`src/hw/rtl/voxel_visible_face_extract_assert.svh`:
```
// Assertion macros shared by the visible-face extractor modules.
// Depends on nothing; included by the controller and the datapath.
`ifndef VOXEL_VISIBLE_FACE_EXTRACT_ASSERT_SVH
`define VOXEL_VISIBLE_FACE_EXTRACT_ASSERT_SVH

// Same-cycle implication, checked at every rising clock edge out of reset.
`define VVFE_ASSERT_SAME(lbl, clk, rst_n, ante, cons, msg) \
    lbl: assert property (@(posedge clk) disable iff (!(rst_n)) (ante) |-> (cons)) \
        else $error(msg);

// Next-cycle implication, checked at every rising clock edge out of reset.
`define VVFE_ASSERT_NEXT(lbl, clk, rst_n, ante, cons, msg) \
    lbl: assert property (@(posedge clk) disable iff (!(rst_n)) (ante) |=> (cons)) \
        else $error(msg);

`endif

```
`src/hw/rtl/vvfe_pkg.sv`:
```
// Shared types, codes and helper functions of the visible-face extractor.
// Depends on nothing; used by every module of the block but vvfe_ram.
`default_nettype none

package vvfe_pkg;

    // Default grid size.
    localparam int GRID_WIDTH_DEF  = 16;
    localparam int GRID_HEIGHT_DEF = 128;

    // Field widths.
    localparam int CMD_W   = 2;
    localparam int XZ_W    = 4;
    localparam int Y_W     = 7;
    localparam int KIND_W  = 4;
    localparam int FACE_W  = 3;
    localparam int UV_W    = 2;
    localparam int COUNT_W = 18;
    localparam int VBASE_W = COUNT_W + 2;

    // Internal coordinate width, wide enough for a neighbor of any legal cell.
    localparam int COORD_W = 8;

    localparam int NUM_FACES = 6;
    localparam int SRC_W     = 3;

    // Command codes.
    localparam logic [CMD_W-1:0] CMD_WRITE   = 2'd0;
    localparam logic [CMD_W-1:0] CMD_EMIT    = 2'd1;
    localparam logic [CMD_W-1:0] CMD_RESTART = 2'd2;

    // Face codes, also the emit order.
    localparam logic [FACE_W-1:0] FACE_FRONT  = 3'd0;
    localparam logic [FACE_W-1:0] FACE_BACK   = 3'd1;
    localparam logic [FACE_W-1:0] FACE_RIGHT  = 3'd2;
    localparam logic [FACE_W-1:0] FACE_LEFT   = 3'd3;
    localparam logic [FACE_W-1:0] FACE_TOP    = 3'd4;
    localparam logic [FACE_W-1:0] FACE_BOTTOM = 3'd5;

    // Texture set codes.
    localparam logic [UV_W-1:0] UV_SIDE   = 2'd0;
    localparam logic [UV_W-1:0] UV_TOP    = 2'd1;
    localparam logic [UV_W-1:0] UV_BOTTOM = 2'd2;

    // Memory read sources during a fetch: the cell itself, then each neighbor.
    localparam logic [SRC_W-1:0] SRC_SELF   = 3'd0;
    localparam logic [SRC_W-1:0] SRC_FRONT  = 3'd1;
    localparam logic [SRC_W-1:0] SRC_BACK   = 3'd2;
    localparam logic [SRC_W-1:0] SRC_RIGHT  = 3'd3;
    localparam logic [SRC_W-1:0] SRC_LEFT   = 3'd4;
    localparam logic [SRC_W-1:0] SRC_TOP    = 3'd5;
    localparam logic [SRC_W-1:0] SRC_BOTTOM = 3'd6;

    // Commands from the controller to the datapath.
    typedef struct packed {
        logic             clr_step;
        logic             item_load;
        logic             mem_write;
        logic             cnt_clear;
        logic             rd_en;
        logic [SRC_W-1:0] rd_sel;
        logic             emit_load;
    } t_dp_cmd;

    // Status from the datapath to the controller.
    typedef struct packed {
        logic clr_done;
        logic in_grid;
        logic pend_empty;
        logic pend_single;
        logic out_free;
    } t_dp_sts;

    // Texture set of a face.
    function automatic logic [UV_W-1:0] uv_of_face(input logic [FACE_W-1:0] face);
        logic [UV_W-1:0] uv;
        case (face)
            FACE_TOP:    uv = UV_TOP;
            FACE_BOTTOM: uv = UV_BOTTOM;
            default:     uv = UV_SIDE;
        endcase
        return uv;
    endfunction

endpackage

`default_nettype wire

```
`src/hw/rtl/vvfe_ctrl.sv`:
```
// Controller of the visible-face extractor: clearing pass, command decode,
// neighbor fetch sequence and face emission.
// Depends on vvfe_pkg and the assertion macro header.
`default_nettype none

`include "voxel_visible_face_extract_assert.svh"

module vvfe_ctrl (
    input  wire logic                        i_clk,
    input  wire logic                        i_rst_n,
    input  wire logic                        i_in_valid,
    output logic                             o_in_stall,
    input  wire logic [vvfe_pkg::CMD_W-1:0]  i_cmd,
    input  wire vvfe_pkg::t_dp_sts           i_sts,
    output vvfe_pkg::t_dp_cmd                o_cmd_dp
);

    localparam int SW = vvfe_pkg::SRC_W;

    localparam logic [2:0] S_CLEAR = 3'd0;
    localparam logic [2:0] S_IDLE  = 3'd1;
    localparam logic [2:0] S_FETCH = 3'd2;
    localparam logic [2:0] S_WAIT  = 3'd3;
    localparam logic [2:0] S_EMIT  = 3'd4;

    logic [2:0]    r_state;
    logic [2:0]    n_state;
    logic [SW-1:0] r_rd_cnt;
    logic [SW-1:0] n_rd_cnt;
    logic          accept;

    assign o_in_stall = (r_state != S_IDLE);
    assign accept     = i_in_valid && (r_state == S_IDLE);

    // Next state and datapath commands.
    always_comb begin
        n_state  = r_state;
        n_rd_cnt = r_rd_cnt;
        o_cmd_dp = '0;
        o_cmd_dp.rd_sel = r_rd_cnt;
        case (r_state)
            S_CLEAR: begin
                o_cmd_dp.clr_step = 1'b1;
                if (i_sts.clr_done) begin
                    n_state = S_IDLE;
                end
            end
            S_IDLE: begin
                if (accept) begin
                    o_cmd_dp.item_load = 1'b1;
                    case (i_cmd)
                        vvfe_pkg::CMD_WRITE: begin
                            o_cmd_dp.mem_write = i_sts.in_grid;
                        end
                        vvfe_pkg::CMD_RESTART: begin
                            o_cmd_dp.cnt_clear = 1'b1;
                        end
                        vvfe_pkg::CMD_EMIT: begin
                            if (i_sts.in_grid) begin
                                n_state  = S_FETCH;
                                n_rd_cnt = vvfe_pkg::SRC_SELF;
                            end
                        end
                        default: ;
                    endcase
                end
            end
            S_FETCH: begin
                o_cmd_dp.rd_en = 1'b1;
                if (r_rd_cnt == vvfe_pkg::SRC_BOTTOM) begin
                    n_state = S_WAIT;
                end else begin
                    n_rd_cnt = r_rd_cnt + SW'(1);
                end
            end
            S_WAIT: begin
                n_state = S_EMIT;
            end
            S_EMIT: begin
                if (i_sts.pend_empty) begin
                    n_state = S_IDLE;
                end else if (i_sts.out_free) begin
                    o_cmd_dp.emit_load = 1'b1;
                    if (i_sts.pend_single) begin
                        n_state = S_IDLE;
                    end
                end
            end
            default: begin
                n_state = S_IDLE;
            end
        endcase
    end

    always_ff @(posedge i_clk) begin
        if (!i_rst_n) begin
            r_state  <= S_CLEAR;
            r_rd_cnt <= '0;
        end else begin
            r_state  <= n_state;
            r_rd_cnt <= n_rd_cnt;
        end
    end

    // An in-grid emit request starts the fetch sequence.
    `VVFE_ASSERT_NEXT(a_emit_starts_fetch, i_clk, i_rst_n,
        accept && (i_cmd == vvfe_pkg::CMD_EMIT) && i_sts.in_grid, r_state == S_FETCH,
        "emit request did not start a fetch")
    // A face is loaded only when one is pending and the output can take it.
    `VVFE_ASSERT_SAME(a_emit_guarded, i_clk, i_rst_n,
        o_cmd_dp.emit_load, !i_sts.pend_empty && i_sts.out_free,
        "face loaded without a pending face or a free output")
    // After the last of the seven reads the fetch moves on to the wait state.
    `VVFE_ASSERT_NEXT(a_fetch_then_wait, i_clk, i_rst_n,
        (r_state == S_FETCH) && (r_rd_cnt == vvfe_pkg::SRC_BOTTOM), r_state == S_WAIT,
        "fetch did not end after the last neighbor read")

endmodule

`default_nettype wire

```
`config.mk`:
```
export PLATFORM = sky130hd
export DESIGN_NAME = vvfe_ctrl
export DESIGN_NICKNAME = d
export VERILOG_FILES = /design/src/hw/rtl/vvfe_pkg.sv /design/src/hw/rtl/vvfe_ctrl.sv
export VERILOG_INCLUDE_DIRS = /design/src /design/src/hw/rtl
export SDC_FILE = /design/constraint.sdc
export NUM_CORES = 1
export LEC_CHECK = 0
export BUFFER_PORTS_ARGS = -buffer_cell sky130_fd_sc_hd__clkbuf_2
export CORE_UTILIZATION = 30
export CTS_BUF_LIST = sky130_fd_sc_hd__clkbuf_16
export DETAILED_ROUTE_END_ITERATION = 7
export GPL_TIMING_DRIVEN = 0
export PLACE_DENSITY_LB_ADDON = 0.15
export SETUP_SLACK_MARGIN = 0.05
export SLEW_MARGIN = 15
export SYNTH_ARGS = -nofsm -noshare
export SYNTH_HDL_FRONTEND = slang
export SYNTH_SLANG_ARGS = --single-unit
export TNS_END_PERCENT = 10
```
`constraint.sdc`:
```
create_clock -name i_clk -period 1.45 [get_ports i_clk]
set_input_delay 0.145 -clock i_clk [delete_from_list [all_inputs] [get_ports i_clk]]
set_output_delay 0.145 -clock i_clk [all_outputs]
set_load 0.005 [all_outputs]
```
Yosys cells after proc, flatten, opt, wreduce, memory -nomap -nowiden
Cells that the tools add are included.
Widths: inputs -> output; s select.
{"block": "totals", "reg_bits": 6, "output_inout_bits": 10, "in_bits": 10, "wordCells": 48}
{"block": "op_classes", "n_reduce_logical": 6, "eq_ne": 16, "add_sub_neg": 1, "n_mux": 23}
{"op": "$mux 3", "count": 14}
{"op": "$pmux 3 s5", "count": 1}
{"op": "$ne 2x2->1 const B", "count": 5}
{"op": "$mux 1", "count": 7}
{"op": "$reduce_and 7->1", "count": 1}
{"op": "$eq 3x2->1 const B", "count": 2}
{"op": "$eq 3x3->1 const B", "count": 2}
{"op": "$ne 3x3->1 const B", "count": 2}
{"op": "$pmux 3 s2", "count": 1}
{"op": "$reduce_and 5->1", "count": 1}
{"op": "$add 3x1->3 const B", "count": 1}
{"op": "$eq 3x1->1 const B", "count": 1}
{"op": "$logic_not 3->1", "count": 1}
{"op": "$ne 3x1->1 const B", "count": 1}
{"op": "$eq 2x1->1 const B", "count": 1}
{"op": "$eq 2x2->1 const B", "count": 1}
{"op": "$logic_not 2->1", "count": 1}
{"op": "$ne 2x1->1 const B", "count": 1}
{"op": "$reduce_bool 2->1", "count": 1}
{"op": "$logic_and 1x1->1", "count": 1}

Depth between registers and ports, before layout
Gate-level depths: netlist of run 1.
{"block": "depth", "word_depth": 4, "mapped_depth": 5, "mapped_depth_nobuf": 5}

Worst setup path after synthesis of run 1
OpenSTA, ideal clock, no wires.
{"block": "synth_timing", "path_kind": "register to output", "startpoint": "register r_state[0]", "endpoint": "output port o_cmd_dp[6] in the netlist's numbering", "required_time_ns": 1.305, "arrival_time_ns": 1.173, "path_buffers": 1, "setup_slack_ns": 0.132, "stages_incl_launch_ff": 4, "path_cell_list": "dfxtp_1 -> or3b_1 -> buf_6 -> nor4_2"}
{"element": "start: declaration", "line": "vvfe_ctrl.sv:26", "text": "logic [2:0] r_state;"}
{"element": "start signal: assignment", "line": "vvfe_ctrl.sv:100", "text": "r_state <= n_state;"}
{"element": "end: declaration", "line": "vvfe_ctrl.sv:15", "text": "output vvfe_pkg::t_dp_cmd o_cmd_dp"}

==> results.toml, run 1 <==
[yosys]
synth_flop_cell = "dfxtp_1"
synth_commonest_cells = "nand2_1, dfxtp_1, inv_1"
syn_nets = 61
synthAdderAreaFrac = 0.0587
synth.most_common_cell = "nand2_1"
synth.mux.area_fraction = 0
yosysSeqAreaShare = 0.282
syn_inst = 49
synthSimpleGateAreaFrac = 0.393
syn_area_um2 = 427
synth.avg_cell_area_um2 = 8.71
synth_edf_count = 0
synth_top_area_share = 0.282
synth_cell_types = 28
ys_ff_latch = 6
synthXorXnorAreaFrac = 0
synth_compound_area_frac = 0.205
synth_top_family_by_area = "simple AND/OR/NAND/NOR gates"
synth.area.top_cells = "dfxtp_1, nand2_1, ha_1"
async_flop_share = 0
yosysTopAreaCell = "dfxtp_1"
ys_warn_count = 0

[route]
post_drt_wl_per_cell_um = 10.2
drc_errors = 0
avgViaCountPerCell = 4.85
wirelength_um = 931
drtIter0Drc = 4
first_pass_iters = 3
num_vias = 441
antenna_left = 0

[timing]
min_period_ns = 1.44
fin_worst_skew_ns = 0.000197
grt_setup_unrepaired = "true"
setup_viol = 0
tightest_slew_ns = 0.286
finalHoldViolCount = 0
fmax_ghz = 0.693
slew_headroom = 0.809
fin_ws_ns = 0.00758
period_share = 0.995
finalMaxSlewViolations = 0

[setup_path]
crit_slowest_cell = "or3b_4"
end_kind = "output port"
r2r_slack_ns = 0.12
critical_path_class = "reg2out"
path_buf_inv = 2
crit_required_ns = 1.31
crit_chain = "or3b_4, buf_6, nor2_2, buf_2"
crit_arrival_ns = 1.30
crit_family = "simple AND/OR/NAND/NOR gates"
start_kind = "flop"
crit_fanout = 6
cp_slowest_stage_delay_ns = 0.44

[place]
io_buffer_count = 19
dp_hpwl_um = 703
dp_cells = 83
routabilityCongestion = 0.744
pre_cts_ws_ns = -0.0359

[clocking]
clockBufferDepth = 2
cts_made_buffers = 3
cts_tree = "built"
cts.sinks = 6
root_buffer = "clkbuf_16"
htree_levels = 1
clkTransAtPathRegs_ns = 0.03
clk_latency_ns = 0.22
cts_hold_buffers = 0

[final_layout]
fin_nets = 90
drive_above_1_share = 0.513
final_cells = 91
n_fill_cell = 130
syn2layout_area_growth_pct = 60.1
multiInputGateArea_um2 = 299
seq_area_um2 = 131
antennaDiodeCount = 0

[die]
core_um2 = 1320
die_area_um2 = 1580
io_pins = 20
row_count = 13
die_x_um = 39.7
die_y_um = 39.7
start_util = 0.324

[grt]
grt_pass1_wl_um = 1480
grt.total_usage = 0.139
grt_remaining_overflow = 0
grt_max_degree = 8
grt_pass1_vias = 415
antenna_found_initial = 0

[pwr]
peakVddDrop_v = 0.000691
leakagePower_uw = 0.000321
p_per_area_nw_per_um2 = 1010

[job]
maxCapViolations = 0

[min_path]
worstHoldPathType = "in2reg"

[outcome]
status = "finished, final reports clean"
## per-stage QoR
step	instance area, µm²	setup TNS (ns)	total power [µW]	hold WS (ns)	utilization
floorplan	427	0	219	0.262	-
global placement	541	-0.0285	250	0.447	0.410
detailed placement	541	-0.0359	250	0.444	0.410
CTS	658	-0.177	699	0.204	0.500
global route	683	-0.0858	726	0.231	0.519
finish	683	0	689	0.206	0.519
## worst paths after layout
path	start	to	depth (start not counted)
worst min-delay path	i_rst_n	r_state[1]$_SDFFE_PN0P_	2
worst max register to register	r_state[2]$_SDFFE_PN0P_	r_rd_cnt[0]$_SDFFE_PN0P_	4
worst max-delay path	r_state[2]$_SDFFE_PN0P_	o_cmd_dp[7]	4
worst min register to register	r_rd_cnt[1]$_SDFFE_PN0P_	r_rd_cnt[1]$_SDFFE_PN0P_	2
## flip-flops by register name, indices dropped and copies added, names as in the netlist
register  cells
r_rd_cnt      3
r_state       3
## worst register-to-register path, delay by kind of cell, from the launching register on
family	cells	cell delay [ns]
AO/OA/AOI/OAI	2	0.25
buffers and inverters	1	0.18
flip-flops	1	0.34
AND/OR/NAND/NOR	1	0.44
## cell usage in the layout, fill, tap and decap left out, types with 2 or more instances in the layout
cell       count
nand2_1        8
buf_2          3
dfxtp_1        3
a21boi_0       2
ha_1           2
a21oi_1        2
dfxtp_4        3
nor3_1         2
buf_4          5
clkbuf_16      3
inv_1          4
clkbuf_2      16
## where the power goes
part           switching, µW  internal, µW
Sequential              1.81           166
Clock                   76.7           352
Combinational           46.0          46.1
Total                    125           565
## repair_timing
| item | CTS | global route |
|---|---|---|
| endpoints found under the setup margin | 4 | 6 |
| setup buffers | 4 | 2 |
| pin swaps | 3 | 3 |
| gates resized for setup | 6 | 8 |
## routing by layer
layer,share of wire,track usage,vias to the layer above
met3,0.032,0.0170,0
li1,-,-,235
met4,0,0.0776,0
met1,0.46,0.151,195
met5,0,0,-
met2,0.51,0.254,11
## kinds of logic after synthesis
group | after synthesis
and+or+nand+nor | 25
DFF | 6
AOI/OAI and AO/OA | 11
buffers and inverters | 5
adders and majority gates | 2
## area by class of cell
| type | count | share of cell area |
|---|---|---|
| Timing Repair Buffer | 25 | 0.211 |
| Sequential cell | 6 | 0.192 |
| Clock buffer | 3 | 0.110 |
| Tap cell | 15 | 0.0275 |
| Inverter | 4 | 0.0220 |
| Multi-Input combinational cell | 38 | 0.438 |
Power figures use the tool's default switching activity.
==> run 2: changes to the inputs <==
--- a/config.mk
+++ b/config.mk
@@ -7,8 +7,8 @@
 export NUM_CORES = 1
 export LEC_CHECK = 0
-export BUFFER_PORTS_ARGS = -buffer_cell sky130_fd_sc_hd__clkbuf_2
 export CORE_UTILIZATION = 30
 export CTS_BUF_LIST = sky130_fd_sc_hd__clkbuf_16
 export DETAILED_ROUTE_END_ITERATION = 7
+export DONT_BUFFER_PORTS = 1
 export GPL_TIMING_DRIVEN = 0
 export PLACE_DENSITY_LB_ADDON = 0.15
==> constraint.sdc (replaced) <==
create_clock -name i_clk -period 1.45 [get_ports i_clk]
set_input_delay 0.0725 -clock i_clk [delete_from_list [all_inputs] [get_ports i_clk]]
set_output_delay 0.0725 -clock i_clk [all_outputs]
set_load 0.005 [all_outputs]
==> run 2 against run 1 <==
  * Clock power barely moved
  * Sequential power is 4% higher
  * Clock skew grew 0.00059 ns
  * Sequential share of layout area is 2.7 points higher
  * Combinational power shrank 26%
  * Highest routed layer unchanged
==> results.toml, run 2 (synthesis results as in run 1) <==
[pwr]
finalPower_uw = 674
seq_power_share = 0.259
peakVddDrop_v = 0.000584
pwr-share-comb = 0.101
intPower_uw = 559
leakagePower_uw = 0.000231
power_switching_uw = 115
swShare = 0.171
clockPowerShare = 0.640
p_per_area_nw_per_um2 = 1170

[setup_path]
crit_fanout = 7
crit_chain = "or3b_4, buf_6, nor4_4"
end_kind = "output port"
start_kind = "flop"
crit_slowest_cell = "or3b_4"
path_buf_inv = 1
cp_slowest_stage_delay_ns = 0.40
crit_family = "simple AND/OR/NAND/NOR gates"
crit_arrival_ns = 1.33
critical_path_class = "reg2out"
crit_required_ns = 1.38

[die]
die_y_um = 39.7
core_um2 = 1320
io_pins = 20
die_x_um = 39.7
die_area_um2 = 1580
row_count = 13
start_util = 0.324

[timing]
fmax_ghz = 0.712
period_share = 0.968
finalMaxSlewViolations = 0
grt_setup_unrepaired = "true"
finalHoldViolCount = 0
tightest_slew_ns = 0.321
min_period_ns = 1.40
fin_worst_skew_ns = 0.000783
tns_ns = 0
fin_ws_ns = 0.0461
setup_viol = 0
hold_slack_ns = 0.0110
slew_headroom = 0.786

[final_layout]
fin_nets = 70
layout_common_cells = "nand2_1, inv_1, clkbuf_16, dfxtp_1, buf_4"
drive_above_1_share = 0.304
design_area_um2 = 576
antennaDiodeCount = 0
syn2layout_area_growth_pct = 34.9
largestRegisters = "r_rd_cnt x3, r_state x3"
final_common_cell = "nand2_1"

[place]
dp_hpwl_um = 639
place_area_um2 = 445
routabilityCongestion = 0.672
io_buffer_count = 0
pre_cts_ws_ns = 0.0643

[route]
avgViaCountPerCell = 5.31
first_pass_iters = 2
wl_met2_um = 431
drc_errors = 0
wl_met1_um = 380
post_drt_wl_per_cell_um = 12.1
wirelength_um = 859
top_layer = "met3"
antenna_left = 0
drtIter0Drc = 3
wl_met3_um = 47
num_vias = 377

[grt]
grt_pass1_wl_um = 1240
grt_remaining_overflow = 0
grt_max_degree = 9
antenna_found_initial = 0
grt.total_usage = 0.122
grt_pass1_vias = 347

[clocking]
cts_tree = "built"
clkTransAtPathRegs_ns = 0.03
root_buffer = "clkbuf_16"
cts.sinks = 6
cts_made_buffers = 3
clockBufferDepth = 2
clk_latency_ns = 0.22
htree_levels = 1

[min_path]
worstHoldPathType = "in2reg"

[job]
maxCapViolations = 0

[outcome]
status = "finished, final reports clean"
==> run 2: final timing paths <==
path,startpoint,endpoint,slack (ns),depth (start not counted)
max,r_state[2]$_SDFFE_PN0P_,o_cmd_dp[6],0.05,3
min,i_rst_n,r_rd_cnt[1]$_SDFFE_PN0P_,0.01,2
max reg2reg,r_rd_cnt[0]$_SDFFE_PN0P_,r_state[0]$_SDFFE_PN0P_,0.15,5
min reg2reg,r_rd_cnt[1]$_SDFFE_PN0P_,r_rd_cnt[1]$_SDFFE_PN0P_,0.52,2
==> run 2: worst register-to-register path: stages, from the launching register on <==
cell      delay (ns)
dfxtp_1         0.38
inv_1           0.08
ha_1            0.23
a21boi_1        0.18
a311oi_1        0.08
o31a_1          0.25
==> run 2: power groups by stage <==
stage	sequential (µW)	combinational [µW]	clock, µW
6_report	175	67.8	431
5_1_grt	175	74.8	452
3_5_place_dp	179	46.9	0
4_1_cts	177	52.6	439
3_3_place_gp	179	46.7	0
2_1_floorplan	178	41.6	0
==> run 2: layout make-up <==
| type | instances | area (µm²) |
|---|---|---|
| plain buffers | 1 | 11.3 |
| clock buffers | 3 | 75.1 |
| fillers | 133 | 742 |
| inverters | 4 | 15.0 |
| multi-input cells | 38 | 297 |
| flip-flops and latches | 6 | 126 |
| well taps | 15 | 18.8 |
| repair buffers | 4 | 32.5 |
==> run 2: layer usage <==
metal,up-vias,global-route usage
li1,193,-
met1,172,0.125
met3,0,0.0341
met5,-,0
met2,12,0.201
met4,0,0.103
==> run 2: metrics by stage <==
stage	utilization	std cells
after floorplan	-	49
after global placement	0.338	64
after detailed placement	0.338	64
after CTS	0.416	68
after global routing	0.437	71
final	0.437	71
==> run 2: timing repair <==
item / 4_1_cts / 5_1_grt
gates resized for setup: 4 / 4
setup buffers: 0 / 3
endpoints found under the setup margin: 3 / 4
endpoints found under the hold margin: 2 / 0
hold buffers: 1 / 0
